## src/design/sfw_pkg.sv

```systemverilog
// Shared types, constants and a helper function of the counting semaphore block.
package sfw_pkg;

  localparam int QUEUE_DEPTH = 64;
  localparam int MAX_THREADS = 64;

  localparam int SLOT_W  = 8;
  localparam int COUNT_W = 32;
  localparam int PTR_W   = (QUEUE_DEPTH > 1) ? $clog2(QUEUE_DEPTH) : 1;
  localparam int FILL_W  = $clog2(QUEUE_DEPTH + 1);

  typedef enum logic [1:0] {
    CMD_INIT    = 2'd0,
    CMD_WAIT    = 2'd1,
    CMD_POST    = 2'd2,
    CMD_DESTROY = 2'd3
  } cmd_t;

  typedef enum logic [1:0] {
    ST_OK      = 2'd0,
    ST_INVALID = 2'd1,
    ST_STATE   = 2'd2,
    ST_BUSY    = 2'd3
  } status_t;

  typedef struct packed {
    logic push;
    logic pop;
    logic clear;
  } queue_op_t;

  typedef struct packed {
    status_t             status;
    logic                caller_blocked;
    logic                woken_valid;
    logic [SLOT_W-1:0]   woken_slot;
    logic [COUNT_W-1:0]  count_now;
  } result_t;

  function automatic logic [PTR_W-1:0] ptr_next(input logic [PTR_W-1:0] p);
    logic [PTR_W-1:0] r;
    if (p == PTR_W'(QUEUE_DEPTH - 1)) begin
      r = '0;
    end else begin
      r = p + PTR_W'(1);
    end
    return r;
  endfunction

endpackage

```

## src/design/sfw_if.sv

```systemverilog
// Valid/ready channel interfaces for commands and results.
interface sfw_cmd_if;
  import sfw_pkg::*;
  logic              valid;
  logic              ready;
  logic [1:0]        command;
  logic [SLOT_W-1:0] thread_slot;

  modport source (output valid, output command, output thread_slot, input ready);
  modport sink (input valid, input command, input thread_slot, output ready);
endinterface

interface sfw_rsp_if;
  import sfw_pkg::*;
  logic               valid;
  logic               ready;
  logic [1:0]         status;
  logic               caller_blocked;
  logic               woken_valid;
  logic [SLOT_W-1:0]  woken_slot;
  logic [COUNT_W-1:0] count_now;

  modport source (output valid, output status, output caller_blocked, output woken_valid,
                  output woken_slot, output count_now, input ready);
  modport sink (input valid, input status, input caller_blocked, input woken_valid,
                input woken_slot, input count_now, output ready);
endinterface

```

## src/design/counting_semaphore_fifo_waiters.sv

```systemverilog
// Top level of the counting semaphore with a queue of waiting thread slots.
//
// Usage: commands (init, wait, post, destroy) arrive as transactions on the
// cmd channel, each with the caller's thread slot. Every command produces
// exactly one result transaction on the rsp channel carrying the status, the
// blocked flag, an optional woken slot and the count after the command.
// The count loaded by init comes from a register written through cfg_wr_en
// and cfg_wr_data; write it only while no command is in flight.
//
// Timing: a command is decoded in the cycle it is accepted and its result is
// registered, so the result is shown in the cycle after acceptance. One
// command is accepted per cycle while results are taken; the limit is the
// single state update (count plus at most one queue push, pop or clear) done
// at each accept. The queue head is kept in a registered read of the slot
// memory, so a post takes the oldest waiter straight from head_data.
//
// Reset (rst, synchronous, active high) leaves the semaphore dead with a
// zero count, an empty queue and a zero init register; no clearing pass is
// needed. When the receiver stalls, the result register holds its
// transaction and cmd.ready drops until the result is taken.
module counting_semaphore_fifo_waiters (
  input  logic                        clk,
  input  logic                        rst,
  input  logic                        cfg_wr_en,
  input  logic [sfw_pkg::COUNT_W-1:0] cfg_wr_data,
  sfw_cmd_if.sink                     cmd,
  sfw_rsp_if.source                   rsp
);
  import sfw_pkg::*;

  logic [COUNT_W-1:0] init_count;
  logic               live;
  logic               live_next;
  logic [COUNT_W-1:0] count;
  logic [COUNT_W-1:0] count_next;
  logic [FILL_W-1:0]  fill;
  logic [SLOT_W-1:0]  head_data;
  queue_op_t          qop;
  queue_op_t          qop_gated;
  result_t            res;
  logic               accept;

  // A new command enters whenever the result register is free or being
  // emptied in this same cycle.
  assign cmd.ready = !rsp.valid || rsp.ready;
  assign accept    = cmd.valid && cmd.ready;

  always_ff @(posedge clk) begin
    if (rst) begin
      init_count <= '0;
    end else if (cfg_wr_en) begin
      init_count <= cfg_wr_data;
    end
  end

  sfw_ctrl u_ctrl (
    .command     (cmd.command),
    .thread_slot (cmd.thread_slot),
    .init_count  (init_count),
    .live        (live),
    .count       (count),
    .fill        (fill),
    .head_data   (head_data),
    .live_next   (live_next),
    .count_next  (count_next),
    .qop         (qop),
    .res         (res)
  );

  // Queue operations take effect only for an accepted transaction.
  assign qop_gated = accept ? qop : '0;

  sfw_queue u_queue (
    .clk       (clk),
    .rst       (rst),
    .op        (qop_gated),
    .push_data (cmd.thread_slot),
    .head_data (head_data),
    .fill      (fill)
  );

  always_ff @(posedge clk) begin
    if (rst) begin
      live  <= 1'b0;
      count <= '0;
    end else if (accept) begin
      live  <= live_next;
      count <= count_next;
    end
  end

  // Result register: valid is control state, the payload needs no reset.
  always_ff @(posedge clk) begin
    if (rst) begin
      rsp.valid <= 1'b0;
    end else if (accept) begin
      rsp.valid <= 1'b1;
    end else if (rsp.ready) begin
      rsp.valid <= 1'b0;
    end
  end

  always_ff @(posedge clk) begin
    if (accept) begin
      rsp.status         <= res.status;
      rsp.caller_blocked <= res.caller_blocked;
      rsp.woken_valid    <= res.woken_valid;
      rsp.woken_slot     <= res.woken_slot;
      rsp.count_now      <= res.count_now;
    end
  end

endmodule

```

## src/design/sfw_queue.sv

```systemverilog
// Circular queue of waiting thread slots with a registered head read.
module sfw_queue (
  input  logic                       clk,
  input  logic                       rst,
  input  sfw_pkg::queue_op_t         op,
  input  logic [sfw_pkg::SLOT_W-1:0] push_data,
  output logic [sfw_pkg::SLOT_W-1:0] head_data,
  output logic [sfw_pkg::FILL_W-1:0] fill
);
  import sfw_pkg::*;

  logic [SLOT_W-1:0] mem [QUEUE_DEPTH];
  logic [PTR_W-1:0]  head;
  logic [PTR_W-1:0]  head_next;
  logic [PTR_W-1:0]  tail;
  logic [PTR_W-1:0]  tail_next;
  logic [FILL_W-1:0] fill_next;
  logic [SLOT_W-1:0] rd_data;
  logic [SLOT_W-1:0] byp_data;
  logic              byp;

  always_comb begin
    head_next = head;
    tail_next = tail;
    fill_next = fill;
    if (op.clear) begin
      head_next = '0;
      tail_next = '0;
      fill_next = '0;
    end else begin
      if (op.pop) begin
        head_next = ptr_next(head);
        fill_next = fill - FILL_W'(1);
      end
      if (op.push) begin
        tail_next = ptr_next(tail);
        fill_next = fill + FILL_W'(1);
      end
    end
  end

  always_ff @(posedge clk) begin
    if (rst) begin
      head <= '0;
      tail <= '0;
      fill <= '0;
    end else begin
      head <= head_next;
      tail <= tail_next;
      fill <= fill_next;
    end
  end

  // The entry at the next head is read every cycle; a write landing on that
  // same entry in the same cycle is forwarded instead.
  always_ff @(posedge clk) begin
    if (op.push && !op.clear) begin
      mem[tail] <= push_data;
    end
    rd_data  <= mem[head_next];
    byp      <= op.push && !op.clear && (tail == head_next);
    byp_data <= push_data;
  end

  assign head_data = byp ? byp_data : rd_data;

endmodule

```

## src/design/sfw_ctrl.sv

```systemverilog
// Command decode: decides the result and the next semaphore and queue state.
module sfw_ctrl (
  input  logic [1:0]                  command,
  input  logic [sfw_pkg::SLOT_W-1:0]  thread_slot,
  input  logic [sfw_pkg::COUNT_W-1:0] init_count,
  input  logic                        live,
  input  logic [sfw_pkg::COUNT_W-1:0] count,
  input  logic [sfw_pkg::FILL_W-1:0]  fill,
  input  logic [sfw_pkg::SLOT_W-1:0]  head_data,
  output logic                        live_next,
  output logic [sfw_pkg::COUNT_W-1:0] count_next,
  output sfw_pkg::queue_op_t          qop,
  output sfw_pkg::result_t            res
);
  import sfw_pkg::*;

  logic has_waiters;
  logic queue_full;
  logic slot_bad;
  logic count_max;

  assign has_waiters = (fill != '0);
  assign queue_full  = (fill == FILL_W'(QUEUE_DEPTH));
  assign slot_bad    = ({1'b0, thread_slot} >= (SLOT_W + 1)'(MAX_THREADS));
  assign count_max   = (count == {COUNT_W{1'b1}});

  always_comb begin
    live_next          = live;
    count_next         = count;
    qop                = '0;
    res.status         = ST_OK;
    res.caller_blocked = 1'b0;
    res.woken_valid    = 1'b0;
    res.woken_slot     = '0;
    unique case (cmd_t'(command))
      CMD_INIT: begin
        live_next  = 1'b1;
        count_next = init_count;
        qop.clear  = 1'b1;
      end
      CMD_WAIT: begin
        priority if (!live) begin
          res.status = ST_STATE;
        end else if (count != '0) begin
          count_next = count - COUNT_W'(1);
        end else if (slot_bad) begin
          res.status = ST_STATE;
        end else if (queue_full) begin
          res.status = ST_BUSY;
        end else begin
          qop.push           = 1'b1;
          res.caller_blocked = 1'b1;
        end
      end
      CMD_POST: begin
        priority if (!live) begin
          res.status = ST_STATE;
        end else if (has_waiters) begin
          qop.pop         = 1'b1;
          res.woken_valid = 1'b1;
          res.woken_slot  = head_data;
        end else if (count_max) begin
          res.status = ST_INVALID;
        end else begin
          count_next = count + COUNT_W'(1);
        end
      end
      CMD_DESTROY: begin
        priority if (!live) begin
          res.status = ST_STATE;
        end else if (has_waiters) begin
          res.status = ST_BUSY;
        end else begin
          live_next  = 1'b0;
          count_next = '0;
          qop.clear  = 1'b1;
        end
      end
      default: begin
        res.status = ST_STATE;
      end
    endcase
    res.count_now = count_next;
  end

endmodule
```

## src/flat_wrapper.sv

```systemverilog
// flat-port wrapper written by rule: the top's interface ports become plain ports
module counting_semaphore_fifo_waiters_flat import sfw_pkg::*;
  (clk, rst, cfg_wr_en, cfg_wr_data, cmd_valid, cmd_command, cmd_thread_slot, cmd_ready, rsp_valid, rsp_status, rsp_caller_blocked, rsp_woken_valid, rsp_woken_slot, rsp_count_now, rsp_ready);
  sfw_cmd_if cmd_i ();
  sfw_rsp_if rsp_i ();
  input  logic clk;
  input  logic rst;
  input  logic cfg_wr_en;
  input  logic [sfw_pkg::COUNT_W-1:0] cfg_wr_data;
  input wire logic [$bits(cmd_i.valid)-1:0] cmd_valid;
  input wire logic [$bits(cmd_i.command)-1:0] cmd_command;
  input wire logic [$bits(cmd_i.thread_slot)-1:0] cmd_thread_slot;
  output wire logic [$bits(cmd_i.ready)-1:0] cmd_ready;
  output wire logic [$bits(rsp_i.valid)-1:0] rsp_valid;
  output wire logic [$bits(rsp_i.status)-1:0] rsp_status;
  output wire logic [$bits(rsp_i.caller_blocked)-1:0] rsp_caller_blocked;
  output wire logic [$bits(rsp_i.woken_valid)-1:0] rsp_woken_valid;
  output wire logic [$bits(rsp_i.woken_slot)-1:0] rsp_woken_slot;
  output wire logic [$bits(rsp_i.count_now)-1:0] rsp_count_now;
  input wire logic [$bits(rsp_i.ready)-1:0] rsp_ready;
  assign cmd_i.valid = cmd_valid;
  assign cmd_i.command = cmd_command;
  assign cmd_i.thread_slot = cmd_thread_slot;
  assign cmd_ready = cmd_i.ready;
  assign rsp_valid = rsp_i.valid;
  assign rsp_status = rsp_i.status;
  assign rsp_caller_blocked = rsp_i.caller_blocked;
  assign rsp_woken_valid = rsp_i.woken_valid;
  assign rsp_woken_slot = rsp_i.woken_slot;
  assign rsp_count_now = rsp_i.count_now;
  assign rsp_i.ready = rsp_ready;
  counting_semaphore_fifo_waiters u_core (.clk(clk), .rst(rst), .cfg_wr_en(cfg_wr_en), .cfg_wr_data(cfg_wr_data), .cmd(cmd_i), .rsp(rsp_i));
endmodule
```

## config.mk

```make
export PLATFORM = sky130hd
export DESIGN_NAME = counting_semaphore_fifo_waiters_flat
export DESIGN_NICKNAME = d
export VERILOG_FILES = /design/src/design/sfw_pkg.sv /design/src/design/sfw_if.sv /design/src/design/counting_semaphore_fifo_waiters.sv /design/src/design/sfw_queue.sv /design/src/design/sfw_ctrl.sv /design/src/flat_wrapper.sv
export SDC_FILE = /design/constraint.sdc
export NUM_CORES = 1
export LEC_CHECK = 0
export BUFFER_PORTS_ARGS = -buffer_cell sky130_fd_sc_hd__buf_2
export CORE_ASPECT_RATIO = 1.75
export CORE_MARGIN = 1
export CORE_UTILIZATION = 62
export CTS_CLUSTER_DIAMETER = 60
export CTS_CLUSTER_SIZE = 28
export DETAILED_ROUTE_END_ITERATION = 12
export PLACE_DENSITY = 0.86
export RECOVER_POWER = 25
export SLEW_MARGIN = 20
export SYNTH_ARGS = -nofsm -noshare
export SYNTH_HDL_FRONTEND = slang
export SYNTH_SLANG_ARGS = --single-unit
```

## constraint.sdc

```tcl
create_clock -name clk -period 4.8 [get_ports clk]
set_input_delay 0.96 -clock clk [delete_from_list [all_inputs] [get_ports clk]]
set_output_delay 0.96 -clock clk [all_outputs]
set_load 0.02 [all_outputs]
```

==> results.json <==
{
  "core.rowCount": 103,
  "report.final.hold_viol_count": 0,
  "htreeDepth": 2,
  "initial_core_util_pct": 62.7,
  "violations": "max-capacitance violations, max-slew violations",
  "finalWorstSetupSlack_ns": 0.557,
  "overflow": 0,
  "synthSimpleGateAreaFrac_pct": 18.6,
  "nFillCells": 3124,
  "synth_top_family_by_area": "simple AND/OR/NAND/NOR gates",
  "setup_viol_count_final": 0,
  "cap_violations": 7,
  "synthArstFlopShare_pct": 0,
  "setup.worst_path.class": "register to register",
  "p_total_mw": 10.2,
  "synth_common_cells": "556 x edfxtp_1, 528 x nand2_1, 192 x nor2_1, 189 x nand3_1, 117 x clkbuf_1",
  "netlist.area_leader.share_pct": 59.2,
  "syn-num-nets": 2482,
  "antenna_found_initial": 2,
  "synthCells": 2421,
  "ir_worst_vdd_v": 0.000399,
  "cts_resized": 0,
  "num-nets-final": 2527,
  "yosys.area.top_type": "edfxtp_1",
  "grt_pass1_wl_um": 121000,
  "cts_sinks": 658,
  "post_cts_buffers": 0,
  "ant_nets": 0,
  "drt_wl_total_um": 82200,
  "path_clk_slew_ns": 0.10,
  "multi_input_comb_area_um2": 8750,
  "arrival_ns": 4.47,
  "remaining_drc_errors": 0,
  "diodes": 0,
  "slew_viol_final": 320,
  "synth_ff_type": "edfxtp_1",
  "clock_latency_ns": 0.58,
  "dieArea_um2": 46400,
  "netlist_top_cells_area": "edfxtp_1 59%, dfxtp_1 7.2%, nand2_1 7.0%, nand3_1 3.4%, mux2i_1 3.0%",
  "portBuffers": 92,
  "power_leakage_nw": 10.7,
  "cts_max_path_buffers": 3,
  "max_slew.worst_pin.slew_ns": 3.60,
  "synth.distinct_cells": 85,
  "startpoint_type": "register",
  "via_per_inst": 6.77,
  "synth_compound_gate_area_share_pct": 7.79,
  "min_path_type": "register to register",
  "relSlewSlack_pct": -140,
  "r2r_slack_ns": 0.56,
  "die_w_um": 163,
  "hpwl_um": 53800,
  "layout.area.seq_um2": 18700,
  "cts_hold_buf": 0,
  "synth.avg_cell_area_um2": 11.7,
  "path_max_fanout": 16,
  "die_h_um": 284,
  "synth_most_common_cell": "edfxtp_1",
  "synth_edf_count": 556,
  "track_usage_pct": 35.7,
  "cts_tree": "done",
  "synth-xor-area-share_pct": 0.807,
  "synthAdderAreaFrac_pct": 0.648,
  "rsz0062_at_grt": "no",
  "initialDrtViolationCount": 3096,
  "cts_root_buf": "clkbuf_16",
  "final.setup.tns_ns": 0,
  "drt_first_pass_iters": 6,
  "wire_per_inst_um": 26.8,
  "grt_pass1_vias": 20120,
  "drive_gt1_share_pct": 10.2,
  "syn_area_um2": 28200,
  "worstSetupEndpointType": "register",
  "post-route-period-util_pct": 88.4,
  "layout_min_cycle_time_ns": 4.24,
  "finClkSkew_ns": 0.0401,
  "vias": 20722,
  "pre_cts_ws_ns": 0.587,
  "synth-seq-cells": 658,
  "synth_warnings": 0,
  "outcome": "complete, but fails checks",
  "numCtsBuffers": 34,
  "core_um2": 45000,
  "fmax_mhz": 236,
  "synth_mux_area_share_pct": 2.98,
  "grt_max_degree": 104,
  "place.gp.congestion": 1.13,
  "power_density_nw_per_um2": 334,
  "required_ns": 5.03,
  "yosysSeqAreaShare_pct": 66.4,
  "io_pins": 93,
  "synthToLayoutAreaGrowth_pct": 8.31
}
power by group:
part / total [mW] / internal (mW) / leakage [nW] / switching, mW
registers: 6.32 / 6.26 / 5.88 / 0.0624
logic: 0.550 / 0.157 / 4.29 / 0.393
clock network: 3.32 / 1.45 / 0.535 / 1.87
path summary, 6_finish.rpt:
check	start	end	depth (start not counted)
min reg2reg	u_core.init_count[6]	u_core.init_count[6]	2
max reg2reg	u_core.count[3]	u_core.u_queue.mem[56][1]	8
max	u_core.count[3]	u_core.u_queue.mem[56][1]	8
min	u_core.init_count[6]	u_core.init_count[6]	2
layout by cell type, fill, tap and decap left out, drive strengths merged, types with 7 or more instances in the layout:
master,count
edfxtp,556
nand2,529
nor2,200
nand3,190
buf,168
dfxtp,102
mux2i,84
nand4,72
a31oi,65
a21oi,55
clkbuf,51
o21ai,39
nor3,35
inv,29
a32oi,20
and3,19
o211ai,19
xnor2,16
or3,15
ha,13
nor4,13
nand3b,11
a21o,11
nand2b,10
xor2,10
a221o,10
o41ai,9
and2,9
a211oi,8
a311oi,8
nor2b,7
a32o,7
cell type report:
class | count | share of cell area (%)
flip-flops and latches | 658 | 61.3
multi-input cells | 1574 | 28.6
repair buffers | 177 | 3.83
clock buffers | 42 | 3.02
well taps | 577 | 2.36
clock inverters | 14 | 0.573
inverters | 21 | 0.258
kinds of logic (layout without fill, tap and decap cells):
family | count (synthesis) | after routing
fa+ha+maj | 14 | 14
compound gates | 313 | 313
xor+xnor | 26 | 26
mux | 84 | 84
simple gates | 1137 | 1137
flops | 658 | 658
buf+inv | 189 | 254
state kept, by name, summed over array words and instances (netlist names):
signal                     count
u_core.count                  32
u_core.init_count             32
u_core.live                    1
u_core.rsp.caller_blocked      1
u_core.rsp.count_now          32
u_core.rsp.status              2
u_core.rsp.valid               1
u_core.rsp.woken_slot          8
u_core.rsp.woken_valid         1
u_core.u_queue.byp             1
u_core.u_queue.byp_data        8
u_core.u_queue.fill            7
u_core.u_queue.head            6
u_core.u_queue.mem           512
u_core.u_queue.rd_data         8
u_core.u_queue.tail            6
worst max-delay path, cell delays in order (launching register included):
cell	delay [ns]
dfxtp_1	0.42
nor4_1	0.60
and4_1	0.46
nand2_1	0.13
nor4b_4	0.44
nand2_4	0.22
nor2_8	0.21
or4b_1	0.88
nor2_2	0.54
through the flow:
step / area (um2) / hold WS (ns) / std cells / util (%)
5_1_grt: 30600 / 0.548 / 3063 / 67.9
4_1_cts: 30600 / 0.509 / 3063 / 68.0
3_3_place_gp: 29500 / 0.477 / 3007 / 65.5
6_report: 30600 / 0.501 / 3063 / 67.9
3_5_place_dp: 29500 / 0.486 / 3007 / 65.5
2_1_floorplan: 28200 / 0.451 / 2421 / -
metal layers:
| layer | share of wire [%] | GRT usage (%) | up-vias |
|---|---|---|---|
| met1 | 31 | 37.4 | 9903 |
| li1 | - | - | 8986 |
| met3 | 8.7 | 6.49 | 425 |
| met4 | 10 | 30.7 | 4 |
| met2 | 50 | 60.9 | 1404 |
| met5 | 0.024 | 0 | - |
Note: power is estimated with default switching activity, not from simulation.
